**config.mk**
```make
export PLATFORM = sky130hd
export DESIGN_NAME = lcs_ctrl
export DESIGN_NICKNAME = d
export VERILOG_FILES = /design/src/hdl/lcs_pkg.sv /design/src/hdl/lcs_ctrl.sv
export SDC_FILE = /design/constraint.sdc
export NUM_CORES = 1
export LEC_CHECK = 0
export BUFFER_PORTS_ARGS = -buffer_cell sky130_fd_sc_hd__buf_2
export CORE_MARGIN = 2
export CORE_UTILIZATION = 41
export DETAILED_ROUTE_END_ITERATION = 7
export GPL_TIMING_DRIVEN = 0
export MAX_ROUTING_LAYER = met4
export PLACE_DENSITY = 0.58
export SYNTH_ARGS = -nofsm -noshare
export SYNTH_HDL_FRONTEND = slang
export SYNTH_SLANG_ARGS = --single-unit
```
**constraint.sdc**
```tcl
create_clock -name clock -period 3.1 [get_ports clock]
set_input_delay 0.31 -clock clock [delete_from_list [all_inputs] [get_ports clock]]
set_output_delay 0.31 -clock clock [all_outputs]
set_load 0.02 [all_outputs]
```
**src/hdl/lcs_pkg.sv**
```systemverilog
// Shared constants, action codes, control structs and state type for the LCS length unit.
`default_nettype none

package lcs_pkg;

   // Longest string that is held; further characters are dropped and flagged.
   localparam int MAX_LEN = 256;

   // Field widths of the request and response channels.
   localparam int ACTION_W = 2;
   localparam int CHAR_W   = 8;
   localparam int LEN_W    = 9;

   // Counts and table entries reach MAX_LEN itself; addresses stay below it.
   localparam int CNT_W  = $clog2(MAX_LEN + 1);
   localparam int ADDR_W = (MAX_LEN > 1) ? $clog2(MAX_LEN) : 1;
   localparam logic [CNT_W-1:0] MAX_CNT = CNT_W'(MAX_LEN);

   // Action codes carried by req_action.
   localparam logic [ACTION_W-1:0] ACT_FIRST   = 2'd0;
   localparam logic [ACTION_W-1:0] ACT_SECOND  = 2'd1;
   localparam logic [ACTION_W-1:0] ACT_COMPUTE = 2'd2;

   typedef enum logic [1:0] {
      ST_IDLE,
      ST_ROW,
      ST_CELL,
      ST_DONE
   } state_type;

   // Controls from the sequencer to the cell datapath.
   typedef struct packed {
      logic row_init;
      logic pend;
      logic first_row;
   } cell_ctl_type;

   // Memory port controls from the sequencer.
   typedef struct packed {
      logic              t1_we;
      logic              t2_we;
      logic [ADDR_W-1:0] t_waddr;
      logic              t1_re;
      logic [ADDR_W-1:0] t1_raddr;
      logic              col_re;
      logic [ADDR_W-1:0] col_raddr;
      logic [ADDR_W-1:0] dp_waddr;
   } mem_req_type;

endpackage

`default_nettype wire

```
**src/hdl/lcs_ctrl.sv**
```systemverilog
// Sequencer of the LCS length unit: string loading, row and column walk, result transfer.
`default_nettype none

module lcs_ctrl (
   input  wire logic                        clock,
   input  wire logic                        reset,
   input  wire logic                        start,
   input  wire logic [lcs_pkg::ACTION_W-1:0] req_action,
   output logic                             busy,
   output lcs_pkg::mem_req_type             mem_req,
   output lcs_pkg::cell_ctl_type            cell_ctl,
   output logic                             rsp_strobe,
   output logic                             rsp_overflow
);

   import lcs_pkg::*;

   state_type         state_ff;
   state_type         state_in;
   logic [CNT_W-1:0]  first_count_ff;
   logic [CNT_W-1:0]  first_count_in;
   logic [CNT_W-1:0]  second_count_ff;
   logic [CNT_W-1:0]  second_count_in;
   logic              drop_ff;
   logic              drop_in;
   logic [CNT_W-1:0]  row_ff;
   logic [CNT_W-1:0]  row_in;
   logic [CNT_W-1:0]  col_ff;
   logic [CNT_W-1:0]  col_in;
   logic              pend_ff;
   logic              pend_in;
   logic [ADDR_W-1:0] pend_col_ff;
   logic [ADDR_W-1:0] pend_col_in;

   // Next state.
   always_comb begin
      state_in = state_ff;
      unique case (state_ff)
         ST_IDLE: begin
            if (start && (req_action == ACT_COMPUTE)) begin
               state_in = ST_ROW;
            end
         end
         ST_ROW: begin
            state_in = (row_ff == first_count_ff) ? ST_DONE : ST_CELL;
         end
         ST_CELL: begin
            if (col_ff == second_count_ff) begin
               state_in = ST_ROW;
            end
         end
         ST_DONE: begin
            state_in = ST_IDLE;
         end
         default: begin
            state_in = ST_IDLE;
         end
      endcase
   end

   // Outputs and counter updates.
   always_comb begin
      first_count_in     = first_count_ff;
      second_count_in    = second_count_ff;
      drop_in            = drop_ff;
      row_in             = row_ff;
      col_in             = col_ff;
      pend_in            = 1'b0;
      pend_col_in        = pend_col_ff;
      mem_req            = '0;
      mem_req.t1_raddr   = row_ff[ADDR_W-1:0];
      mem_req.col_raddr  = col_ff[ADDR_W-1:0];
      mem_req.dp_waddr   = pend_col_ff;
      cell_ctl           = '0;
      cell_ctl.pend      = pend_ff;
      cell_ctl.first_row = (row_ff == '0);
      unique case (state_ff)
         ST_IDLE: begin
            mem_req.t_waddr = (req_action == ACT_SECOND) ? second_count_ff[ADDR_W-1:0]
                                                         : first_count_ff[ADDR_W-1:0];
            if (start) begin
               unique case (req_action)
                  ACT_FIRST: begin
                     if (first_count_ff < MAX_CNT) begin
                        mem_req.t1_we  = 1'b1;
                        first_count_in = first_count_ff + CNT_W'(1);
                     end else begin
                        drop_in = 1'b1;
                     end
                  end
                  ACT_SECOND: begin
                     if (second_count_ff < MAX_CNT) begin
                        mem_req.t2_we   = 1'b1;
                        second_count_in = second_count_ff + CNT_W'(1);
                     end else begin
                        drop_in = 1'b1;
                     end
                  end
                  ACT_COMPUTE: begin
                     row_in            = '0;
                     cell_ctl.row_init = 1'b1;
                  end
                  default: begin
                  end
               endcase
            end
         end
         ST_ROW: begin
            // Fetch the row character once; it stays on the read port for the row.
            if (row_ff != first_count_ff) begin
               mem_req.t1_re     = 1'b1;
               col_in            = '0;
               cell_ctl.row_init = 1'b1;
            end
         end
         ST_CELL: begin
            // Issue one column per cycle; the entry is written back in the following cycle.
            if (col_ff != second_count_ff) begin
               mem_req.col_re = 1'b1;
               col_in         = col_ff + CNT_W'(1);
               pend_in        = 1'b1;
               pend_col_in    = col_ff[ADDR_W-1:0];
            end else begin
               row_in = row_ff + CNT_W'(1);
            end
         end
         ST_DONE: begin
            first_count_in  = '0;
            second_count_in = '0;
            drop_in         = 1'b0;
         end
         default: begin
         end
      endcase
   end

   always_ff @(posedge clock) begin
      if (reset) begin
         state_ff        <= ST_IDLE;
         first_count_ff  <= '0;
         second_count_ff <= '0;
         drop_ff         <= 1'b0;
         pend_ff         <= 1'b0;
      end else begin
         state_ff        <= state_in;
         first_count_ff  <= first_count_in;
         second_count_ff <= second_count_in;
         drop_ff         <= drop_in;
         pend_ff         <= pend_in;
      end
   end

   always_ff @(posedge clock) begin
      row_ff      <= row_in;
      col_ff      <= col_in;
      pend_col_ff <= pend_col_in;
   end

   assign busy         = (state_ff != ST_IDLE);
   assign rsp_strobe   = (state_ff == ST_DONE);
   assign rsp_overflow = drop_ff;

endmodule

`default_nettype wire
```
==> impl_metrics.yaml <==
placement:
  place.gp.congestion: 0.856
  port-buffer-count: 46
  detailed_place_hpwl_um: 4480
  placed_cell_area_um2: 3120
setup_path:
  end_kind: "flop"
  critical_path.startpoint_type: "flop"
  cp_data_arrival_time_ps: 2620
  crit_type: "reg2reg"
  required_ps: 3030
  r2r_cells: 6
  path_max_fanout: 15
route:
  drc: 0
  antenna_left: 0
  wire_per_inst_um: 13.8
  drt_wl_total_um: 5820
  viasPerCell: 5.07
  dr.pass1.iters: 4
  drt_iter0_drc: 110
  num_vias: 2140
power:
  power_leakage_nw: 1.28
  pwr-share-seq_pct: 42.4
  switching_share_pct: 41.6
  p_switching_mw: 1.07
  power.density_nw_per_um2: 800
  p_int_mw: 1.50
  ir_drop_uv: 435
  total_power_mw: 2.56
  p_clk_share_pct: 14.0
  pwr-share-comb_pct: 43.7
final_layout:
  fin_util_pct: 48.0
  area_delta_synth_final_pct: 15.0
  drive_gt1_share_pct: 24.3
  layout.nets: 356
  final_area_um2: 3210
  diodes: 0
cts:
  post_cts_buffers: 0
  cts_made_buffers: 5
  cts.path.max_buffers: 2
  insertion_delay_ps: 300
  clock-sinks: 48
  h-tree-depth: 2
  ctsRootBufferMaster: "clkbuf_8"
  cts_tree: "yes"
  path_clk_slew_ps: 90
  holdBufCountCts: 0
  ctsResizeCount: 0
hold_path:
  hold_path_depth: 2
  hp-class: "in2reg"
floorplan:
  core_area_um2: 6680
  die_area_um2: 7470
  dieHeight_um: 86.5
  die_w_um: 86.5
  pin_count: 47
  rows: 30
  start_util_pct: 41.7
grt:
  gr-total-overflow: 0
  track_usage_pct: 17.2
  use_met1_pct: 22.8
  top_usage_layer: "met2"
  grt_max_degree: 16
  use_met2_pct: 27.0
  grt_pass1_wl_um: 9800
  met3_usage_pct: 3.14
  grt_pass1_vias: 2024
  grt_antenna_before_repair: 0
logic_synthesis:
  syn-cell-area_um2: 2790
  async_flop_share_pct: 0
  synth_warnings: 0
  synth_edf_count: 26
  synth.distinct_cells: 46
  yosysSeqAreaShare_pct: 43.8
  synthCells: 288
  ys.flop_type: "edfxtp_1"
  ys_seq_elements: 48
  synth_area_per_cell_um2: 9.68
  syn_nets: 303
status:
  outcome: "complete, no violations"
timing:
  period_needed_ps: 2690
  slew_viol_final: 0
  tightest_slew_ps: 855
  hold_slack_ps: 222
  hold_viol_final: 0
  skew_ps: 10.3
  fin_crit_sh_pct: 86.7
  setup_viol: 0
  tns_ps: 0
  rsz0062_at_grt: "no"
  max_freq_mhz: 372
  max_slew_margin_pct: 43.0
flow_run:
  drv_cap: 0
## registers in the layout, indices dropped and copies added (netlist names)
name / count
pend_col_ff: 8
state_ff: 2
first_count_ff: 9
pend_ff: 1
second_count_ff: 9
rsp_overflow: 1
col_ff: 9
row_ff: 9
## critical path, cell delays in order, from the launching register on
cell,delay [ps]
dfxtp_1,340
inv_1,120
ha_1,190
clkinv_1,300
a41oi_4,610
a21oi_1,80
a21oi_1,690
## Yosys cell counts (all sizes together), types with 2 or more instances
library cell	number	area share (%)
xor2	24	7.5
nand3	11	2.0
buf	21	5.6
edfxtp	26	28
ha	10	4.5
dfxtp	22	16
a211oi	2	0.54
nand4	8	1.8
nor2	32	4.3
nor4	2	0.99
nor3	3	0.72
a41oi	2	1.3
inv	9	1.2
mux2i	4	1.4
or3	7	1.6
nand3b	2	0.54
a21oi	18	3.2
xnor2	14	4.4
nand2b	2	0.45
o21ai	9	1.8
and3	5	1.1
clkbuf	5	0.67
a31oi	2	0.45
nand2	28	3.8
and2	7	1.6
## power by group through the flow
| stage | Sequential (mW) | Combinational [mW] | Clock [mW] |
|---|---|---|---|
| after floorplan | 1.06 | 0.845 | 0 |
| after global routing | 1.12 | 1.24 | 0.400 |
| after detailed placement | 1.11 | 1.12 | 0 |
| after global placement | 1.10 | 1.11 | 0 |
| after CTS | 1.09 | 1.13 | 0.368 |
| final | 1.09 | 1.12 | 0.358 |
## through the flow
step,instances,setup slack (ps)
2_1_floorplan,288,694
3_3_place_gp,414,127
3_5_place_dp,414,177
4_1_cts,422,137
5_1_grt,422,169
6_report,422,413
## cells in the final DEF (no fill, tap or decap), types with 6 or more instances in the layout
cell type,instances
buf_2,48
nor2_1,32
nand2_1,28
edfxtp_1,26
xor2_1,24
dfxtp_1,22
a21oi_1,18
buf_4,18
xnor2_1,14
nand3_1,11
ha_1,10
nand4_1,8
inv_1,8
or3_1,7
and2_1,7
o21ai_0,6
## cell families after synthesis
| logic type | Yosys count | synth area share (%) |
|---|---|---|
| XOR/XNOR | 38 | 11.9 |
| AO/OA/AOI/OAI | 39 | 9.56 |
| multiplexers | 5 | 1.84 |
| buffers and inverters | 36 | 7.63 |
| adder cells (fa/ha/maj) | 10 | 4.49 |
| AND/OR/NAND/NOR | 112 | 20.7 |
| flip-flops | 48 | 43.8 |
## cell type report
cell class,count,area [µm²]
Buffer,26,175
Inverter,10,37.5
Tap cell,80,100
Multi-Input combinational cell,204,1360
Sequential cell,48,1220
Clock inverter,3,13.8
Clock buffer,5,68.8
Timing Repair Buffer,46,230
Fill cell,678,3480
## worst paths after layout
| kind | from | end | slack (ps) |
|---|---|---|---|
| min reg2reg | col_ff[2] | pend_col_ff[2] | 490 |
| max reg2reg | state_ff[0] | col_ff[3] | 410 |
| min | reset | second_count_ff[1] | 220 |
| max | state_ff[0] | col_ff[3] | 410 |
## routing by layer
metal	share of wire [%]	wire, µm
met1	47	2750
met2	46	2690
met3	5.0	293
met4	1.4	83
met5	0	0
(Power assumes the default switching activity.)
