[src/hdl/lcs_pkg.sv]
// Shared constants, action codes, control structs and state type for the LCS length unit.
`default_nettype none

package lcs_pkg;

   // Longest string that is held; further characters are dropped and flagged.
   localparam int MAX_LEN = 256;

   // Field widths of the request and response channels.
   localparam int ACTION_W = 2;
   localparam int CHAR_W   = 8;
   localparam int LEN_W    = 9;

   // Counts and table entries reach MAX_LEN itself; addresses stay below it.
   localparam int CNT_W  = $clog2(MAX_LEN + 1);
   localparam int ADDR_W = (MAX_LEN > 1) ? $clog2(MAX_LEN) : 1;
   localparam logic [CNT_W-1:0] MAX_CNT = CNT_W'(MAX_LEN);

   // Action codes carried by req_action.
   localparam logic [ACTION_W-1:0] ACT_FIRST   = 2'd0;
   localparam logic [ACTION_W-1:0] ACT_SECOND  = 2'd1;
   localparam logic [ACTION_W-1:0] ACT_COMPUTE = 2'd2;

   typedef enum logic [1:0] {
      ST_IDLE,
      ST_ROW,
      ST_CELL,
      ST_DONE
   } state_type;

   // Controls from the sequencer to the cell datapath.
   typedef struct packed {
      logic row_init;
      logic pend;
      logic first_row;
   } cell_ctl_type;

   // Memory port controls from the sequencer.
   typedef struct packed {
      logic              t1_we;
      logic              t2_we;
      logic [ADDR_W-1:0] t_waddr;
      logic              t1_re;
      logic [ADDR_W-1:0] t1_raddr;
      logic              col_re;
      logic [ADDR_W-1:0] col_raddr;
      logic [ADDR_W-1:0] dp_waddr;
   } mem_req_type;

endpackage

`default_nettype wire

[src/hdl/lcs_cell.sv]
// Cell datapath of the LCS recurrence: match, diagonal increment and left/up maximum.
`default_nettype none

module lcs_cell (
   input  wire logic                      clock,
   input  wire lcs_pkg::cell_ctl_type     ctl,
   input  wire logic [lcs_pkg::CHAR_W-1:0] first_char,
   input  wire logic [lcs_pkg::CHAR_W-1:0] second_char,
   input  wire logic [lcs_pkg::CNT_W-1:0]  up_raw,
   output logic      [lcs_pkg::CNT_W-1:0]  next_value,
   output logic      [lcs_pkg::CNT_W-1:0]  left_value
);

   import lcs_pkg::*;

   logic [CNT_W-1:0] left_ff;
   logic [CNT_W-1:0] left_in;
   logic [CNT_W-1:0] diag_ff;
   logic [CNT_W-1:0] diag_in;
   logic [CNT_W-1:0] up_value;

   // Table row zero is all zero, so the first row ignores what the row memory returns.
   assign up_value = ctl.first_row ? '0 : up_raw;

   // New entry: diagonal plus one on a match, else the larger neighbor.
   always_comb begin
      if (first_char == second_char) begin
         next_value = diag_ff + CNT_W'(1);
      end else if (left_ff > up_value) begin
         next_value = left_ff;
      end else begin
         next_value = up_value;
      end
   end

   // Left and diagonal values walk along the row with the column.
   always_comb begin
      left_in = left_ff;
      diag_in = diag_ff;
      if (ctl.row_init) begin
         left_in = '0;
         diag_in = '0;
      end else if (ctl.pend) begin
         left_in = next_value;
         diag_in = up_value;
      end
   end

   always_ff @(posedge clock) begin
      left_ff <= left_in;
      diag_ff <= diag_in;
   end

   assign left_value = left_ff;

endmodule

`default_nettype wire

[config.mk]
export PLATFORM = sky130hd
export DESIGN_NAME = lcs_cell
export DESIGN_NICKNAME = d
export VERILOG_FILES = /design/src/hdl/lcs_pkg.sv /design/src/hdl/lcs_cell.sv
export SDC_FILE = /design/constraint.sdc
export NUM_CORES = 1
export LEC_CHECK = 0
export BUFFER_PORTS_ARGS = -buffer_cell sky130_fd_sc_hd__buf_2
export CAP_MARGIN = 20
export CORE_ASPECT_RATIO = 0.6
export CORE_MARGIN = 4
export CORE_UTILIZATION = 37
export CTS_CLUSTER_DIAMETER = 200
export DETAILED_ROUTE_END_ITERATION = 8
export MAX_ROUTING_LAYER = met4
export PLACE_DENSITY = 0.66
export SLEW_MARGIN = 5
export SYNTH_ARGS = -nofsm -noshare
export SYNTH_HDL_FRONTEND = slang
export SYNTH_SLANG_ARGS = --single-unit
[constraint.sdc]
create_clock -name clock -period 2.08 [get_ports clock]
set_input_delay 0 -clock clock [delete_from_list [all_inputs] [get_ports clock]]
set_output_delay 0 -clock clock [all_outputs]
set_load 0.1 [all_outputs]
==> metrics.txt, run 1 <==
worst skew pair latency around 0.26 ns; post-synthesis sequential area ratio 0.2533; VDD IR-drop max slightly below 300 µV; fill count just over 300; Layout Skew 0.006182 ns; worst hold slack between 0.1 and 0.15 ns; First DRT Iteration DRCs 75; failing checks setup timing; core area 3680 µm²; share of cells above drive strength 1 0.4580; Final TNS setup -1.545 ns; Switching Share 0.4138; Cells after Synth 170; Post-Place Cells between 200 and 300; synthesis-stage register bit count 18; combinational fraction of design power 0.521; net total in the final layout 278; reg2reg path depth 9; vias roughly 1,500; sequential share of power 0.269; Clk pin slew, worst setup/hold paths roughly 0.08 ns; number of synthesized flops with an enable pin 0; peak fanout along the critical path 5; outcome finished with violations; Final Hold Fails 0; first-pass GRT wire length 7.583 mm; LEAKAGE about 1 nW; Setup WS pre-CTS -0.07377 ns; Clk pwr share 0.210; Starting Density 0.3866; Non-Filler Instances 285; Die ar. just under 5000 µm²; Net Count, Synth about 210; Placer Congestion between 0.8 and 0.9; port buffer count 46; Setup CP Type register to output pin; layout overhead on the synthesized area 64.82%; CP Capture Type output pin; ant diodes 0; pin count of the biggest net entering global routing 21; # DRC 0; Pre-antenna DRT Iters 4; clock sink count 18; CTS root buffer clkbuf_8; CTS Buf Count 3; antenna violations before repair 0; Final Max Slew Viols 0; post-route setup slack -0.2061 ns; Wirelength per Cell ~16 µm; Req. time, crit path about 2.1 ns; max_cap viols 0; Post-synth top flop dfxtp_1; cell area after synthesis about 1400 µm²; Setup violations, final 9; clk buf depth 2; post-route ant nets 0; Pwr per Cell Area about 600 nW/µm²; Slew @ Worst Pin around 0.7 ns; chip width 88.05 µm; Netlist cell types 38; RSZ-0062 raised after global routing true; Final min period approximately 2.3 ns; Hold Buf Count CTS 0; Slew headroom 0.5426; DIE HEIGHT between 50 and 60 µm; syn_area_per_cell ~8.4 µm²; Hold Crit Class input port to register; highest clock rate between 400 and 500 MHz; FFs w/ async S/R, synth 0; Ports 47; row cnt 17; mean number of vias per cell 5.291; Global Route Usage Sum 0.2018; grt ovf 0; Critical Path AT 2.29 ns; CTS tree yes; count of warnings emitted by yosys 0; switching pwr between 0.0005 and 0.0006 W; Internal between 0.0008 and 0.0009 W; H-tree Lvls 1; hold depth 2; post-layout util 0.6372; DP HPWL approximately 3.3 mm; crit share post-route 1.099; vias in the first global route around 1,500; DRT Wirelength 4.597 mm; crit start category register
-- logic make-up (layout without fill, tap and decap cells) --
logic type | Yosys count | in the layout | synth area share
xor gates and xnor gates | 15 | 15 | 0.09235
and+or+nand+nor | 55 | 55 | 0.2005
buffers and inverters | 18 | 86 | 0.06421
muxes | 23 | 23 | 0.1618
adders and majority gates | 10 | 10 | 0.08795
DFF | 18 | 18 | 0.2533
AOI/OAI and AO/OA | 31 | 31 | 0.1398
-- metal layers --
metal | vias up | global-route usage | part of all wire
met2 | 67 | 0.2908 | 0.43
met1 | 694 | 0.2840 | 0.46
li1 | 741 | - | -
met5 | - | - | 0
met3 | 6 | 0.05325 | 0.097
met4 | 0 | 0.03879 | 0.0078
-- Yosys cell counts (2+ instances only) --
| cell | instances | area share |
|---|---|---|
| o41a_1 | 2 | 0.016 |
| buf_2 | 3 | 0.011 |
| inv_1 | 10 | 0.026 |
| o21ai_1 | 5 | 0.018 |
| a21oi_1 | 10 | 0.035 |
| dfxtp_1 | 18 | 0.25 |
| ha_1 | 10 | 0.088 |
| clkbuf_1 | 2 | 0.0053 |
| nor2b_1 | 8 | 0.035 |
| nand3_1 | 5 | 0.018 |
| xnor2_1 | 14 | 0.086 |
| a31oi_1 | 4 | 0.018 |
| nor2_1 | 17 | 0.045 |
| o22ai_1 | 2 | 0.0088 |
| nand2_1 | 7 | 0.018 |
| nor3_1 | 2 | 0.0070 |
| nand4_1 | 5 | 0.022 |
| o21ai_0 | 2 | 0.0070 |
| mux2i_1 | 23 | 0.16 |
| nor3b_1 | 3 | 0.016 |
-- cells in the final DEF (no fill, tap or decap), types with 7 or more instances in the layout --
cell type | synthesis | routed
buf_12 | 1 | 9
buf_2 | 3 | 37
buf_4 | 1 | 22
dfxtp_1 | 18 | 9
dfxtp_4 | 0 | 9
inv_1 | 10 | 10
mux2i_1 | 23 | 14
mux2i_4 | 0 | 9
nand2_1 | 7 | 7
nor2_1 | 17 | 17
nor2b_1 | 8 | 8
xnor2_1 | 14 | 14
-- critical path: stages (launching register included) --
cell     delay, ns
dfxtp_4       0.36
ha_4          0.27
nand4_1       0.16
or3_4         0.38
o21ai_4       0.10
buf_6         0.19
mux2i_4       0.27
mux2i_4       0.10
buf_12        0.19
-- through the flow --
step	area [µm²]	total power, W
CTS	2317	0.001411
floorplan	1623	0.0008454
global placement	2125	0.001040
finish	2345	0.001421
detailed placement	2125	0.001043
global route	2345	0.001483
-- layout make-up --
cell class / instances / area (µm²) / area share
flip-flops and latches: 18 / 394.1 / 0.1681
clock buffers: 4 / 55.05 / 0.02348
inverters: 11 / 41.29 / 0.01761
well taps: 47 / 58.81 / 0.02508
repair buffers: 71 / 564.3 / 0.2407
multi-input cells: 134 / 1231 / 0.5251
-- power groups by stage --
stage	Clock [W]	Combinational, W	Sequential (W)
finish	0.000298	0.000741	0.000382
CTS	0.000307	0.000722	0.000382
floorplan	0	0.000386	0.000459
global route	0.000320	0.000778	0.000385
global placement	0	0.000650	0.000389
detailed placement	0	0.000654	0.000389
-- registers in the layout, indices dropped and copies added, names as in the netlist --
signal      count
left_value      9
diag_ff         9
-- path summary, 6_finish.rpt --
kind / start / end / slack (ns)
setup / recovery: left_value[8]$_SDFFE_PP0P_ / next_value[5] / -0.21
hold / removal: ctl[2] / diag_ff[0]$_SDFFE_PP0P_ / 0.14
setup reg to reg: left_value[8]$_SDFFE_PP0P_ / left_value[8]$_SDFFE_PP0P_ / 0.02
hold reg to reg: diag_ff[8]$_SDFFE_PP0P_ / diag_ff[8]$_SDFFE_PP0P_ / 0.53
-- what timing repair did --
action / in CTS / in global routing
gates cloned: 0 / 0
buffers inserted: 6 / 2
pin swaps: 7 / 0
gates resized for setup: 14 / 2
setup endpoints to repair: 9 / 12
No activity file was read; power rests on OpenSTA's default activity.
==> run 2: changes to the inputs <==
Settings changed: CAP_MARGIN 20 to unset, RECOVER_POWER set to 50.
==> run 2 against run 1 <==
The run still ends with setup timing left. Setup slack worse by 0.0017 ns. Design area is 0.11% lower. Count of clock-buffer cells in the layout unchanged. Clock power about the same. Maximum frequency hardly changed. Power barely moved. Non-clock buffer count stayed put. Die area stayed put. Flip-flop and latch count did not move. Sequential share of layout area is essentially flat. Highest routed layer unchanged.
==> metrics.txt, run 2 (synthesis results as in run 1) <==
ant diodes 0 (unchanged); mean number of vias per cell 5.368 (was 5.291); Clk pin slew, worst setup/hold paths 0.08 ns (about the same); dpl cell area 2125 µm² (unchanged); Pre-antenna DRT Iters 4 (unchanged); Critical Path AT 2.29 ns (about the same); row cnt 17 (unchanged); pin count of the biggest net entering global routing 21 (unchanged); CTS Buf Count 3 (unchanged); CP Capture Type output pin (unchanged); worst skew pair latency 0.26 ns (about the same); share of cells above drive strength 1 0.4496 (was 0.4580); Setup violations, final 9 (unchanged); Wirelength per Cell 16.15 µm (was 16.13 µm); Setup CP Type register to output pin (unchanged); Hold Buf Count CTS 0 (unchanged); clk buf depth 2 (unchanged); failing checks setup timing (unchanged); peak fanout along the critical path 5 (unchanged); Pwr Total 0.001422 W (was 0.001421 W); Layout Skew 0.007008 ns (was 0.006182 ns); Final min period 2.288 ns (was 2.286 ns); chip width 88.05 µm (unchanged); port buffer count 46 (unchanged); crit share post-route 1.100 (was 1.099); clock sink count 18 (unchanged); CTS root buffer clkbuf_8 (unchanged); most common cell after layout, fill and taps aside buf_2 (unchanged); r2r setup slk 0.03 ns (was 0.02 ns); Slew @ Worst Pin 1.183 ns (was 0.6862 ns); outcome finished with violations (unchanged); core area 3680 µm² (unchanged); first-pass GRT wire length 7.583 mm (unchanged); Starting Density 0.3866 (unchanged); Pwr per Cell Area 607.1 nW/µm² (was 606.0 nW/µm²); worst hold slack 0.1423 ns (was 0.1433 ns); Die ar. 4933 µm² (unchanged); CTS tree yes (unchanged); layout overhead on the synthesized area 64.64% (was 64.82%); Req. time, crit path 2.08 ns (about the same); highest clock rate 437.1 MHz (was 437.4 MHz); max_cap viols 0 (unchanged); Setup WS pre-CTS -0.07377 ns (unchanged); # DRC 0 (unchanged); Global Route Usage Sum 0.2018 (unchanged); post-route setup slack -0.2077 ns (was -0.2061 ns); Slew headroom 0.2145 (was 0.5426); First DRT Iteration DRCs 66 (was 75); grt ovf 0 (unchanged); DIE HEIGHT 56.03 µm (unchanged); most frequent cells in the layout buf_2 (35), buf_4 (22), nor2_1 (17) (was buf_2 (37), buf_4 (22), nor2_1 (17)); DP HPWL 3.341 mm (unchanged); net total in the final layout 278 (unchanged); Final Hold Fails 0 (unchanged); Ports 47 (unchanged); final instance area 2342 µm² (was 2345 µm²); LEAKAGE 0.9710 nW (was 0.9793 nW); Placer Congestion 0.8757 (unchanged); Final Max Slew Viols 0 (unchanged); crit start category register (unchanged); H-tree Lvls 1 (unchanged); antenna violations before repair 0 (unchanged); post-layout util 0.6365 (was 0.6372); VDD IR-drop max 296.6 µV (was 296.7 µV); Hold Crit Class input port to register (unchanged); post-route ant nets 0 (unchanged); RSZ-0062 raised after global routing true (unchanged); vias 1,530 (was 1,508); DRT Wirelength 4.604 mm (was 4.597 mm); vias in the first global route 1,548 (unchanged)
## run 2: changes by cell type in the layout (fill, tap and decap cells not counted)
cell and delta:
buf_2 -2, clkbuf_1 +2
## run 2: worst paths after layout
kind / from / end / depth (start not counted)
worst max register to register: left_value[8]$_SDFFE_PP0P_ / left_value[8]$_SDFFE_PP0P_ / 9
worst min register to register: diag_ff[8]$_SDFFE_PP0P_ / diag_ff[8]$_SDFFE_PP0P_ / 2
worst min-delay path: ctl[2] / diag_ff[0]$_SDFFE_PP0P_ / 2
worst max-delay path: left_value[8]$_SDFFE_PP0P_ / next_value[5] / 8
## run 2: timing repair
item	4_1_cts	5_1_grt
setup buffers	6	2
cloned	0	0
resized for setup	14	2
endpoints found under the setup margin	9	12
pin swaps	7	0
## run 2: layer usage
metal | wire, µm | up-vias | track usage
li1 | - | 745 | -
met1 | 2205 | 726 | 0.2840
met4 | 36 | 0 | 0.03879
met3 | 340 | 6 | 0.05325
met2 | 2021 | 53 | 0.2908
met5 | 0 | - | -
## run 2: layout make-up
class,instances,area [µm²]
multi-input combinational,134,1231
timing repair buffer,71,561.8
inverter,11,41.29
fill,306,1338
tap,47,58.81
clock buffer,4,55.05
sequential,18,394.1
## run 2: where the power goes
group / internal [W] / switching, W
combinational: 0.000306 / 0.000435
sequential: 0.000358 / 0.0000243
clock: 0.000169 / 0.000131
total: 0.000832 / 0.000590
## run 2: per-stage QoR
stage / cells / setup TNS [ns]
floorplan: 170 / -1.245
global placement: 273 / 0
detailed placement: 273 / -0.4763
CTS: 283 / -1.291
global route: 285 / -2.582
finish: 285 / -1.544
## run 2: critical path, stage by stage, from the launching register on
cell and delay, ns:
dfxtp_4 0.36, ha_4 0.27, nand4_1 0.16, or3_4 0.38
o21ai_4 0.10, buf_6 0.18, mux2i_4 0.27, mux2i_4 0.10
buf_12 0.19
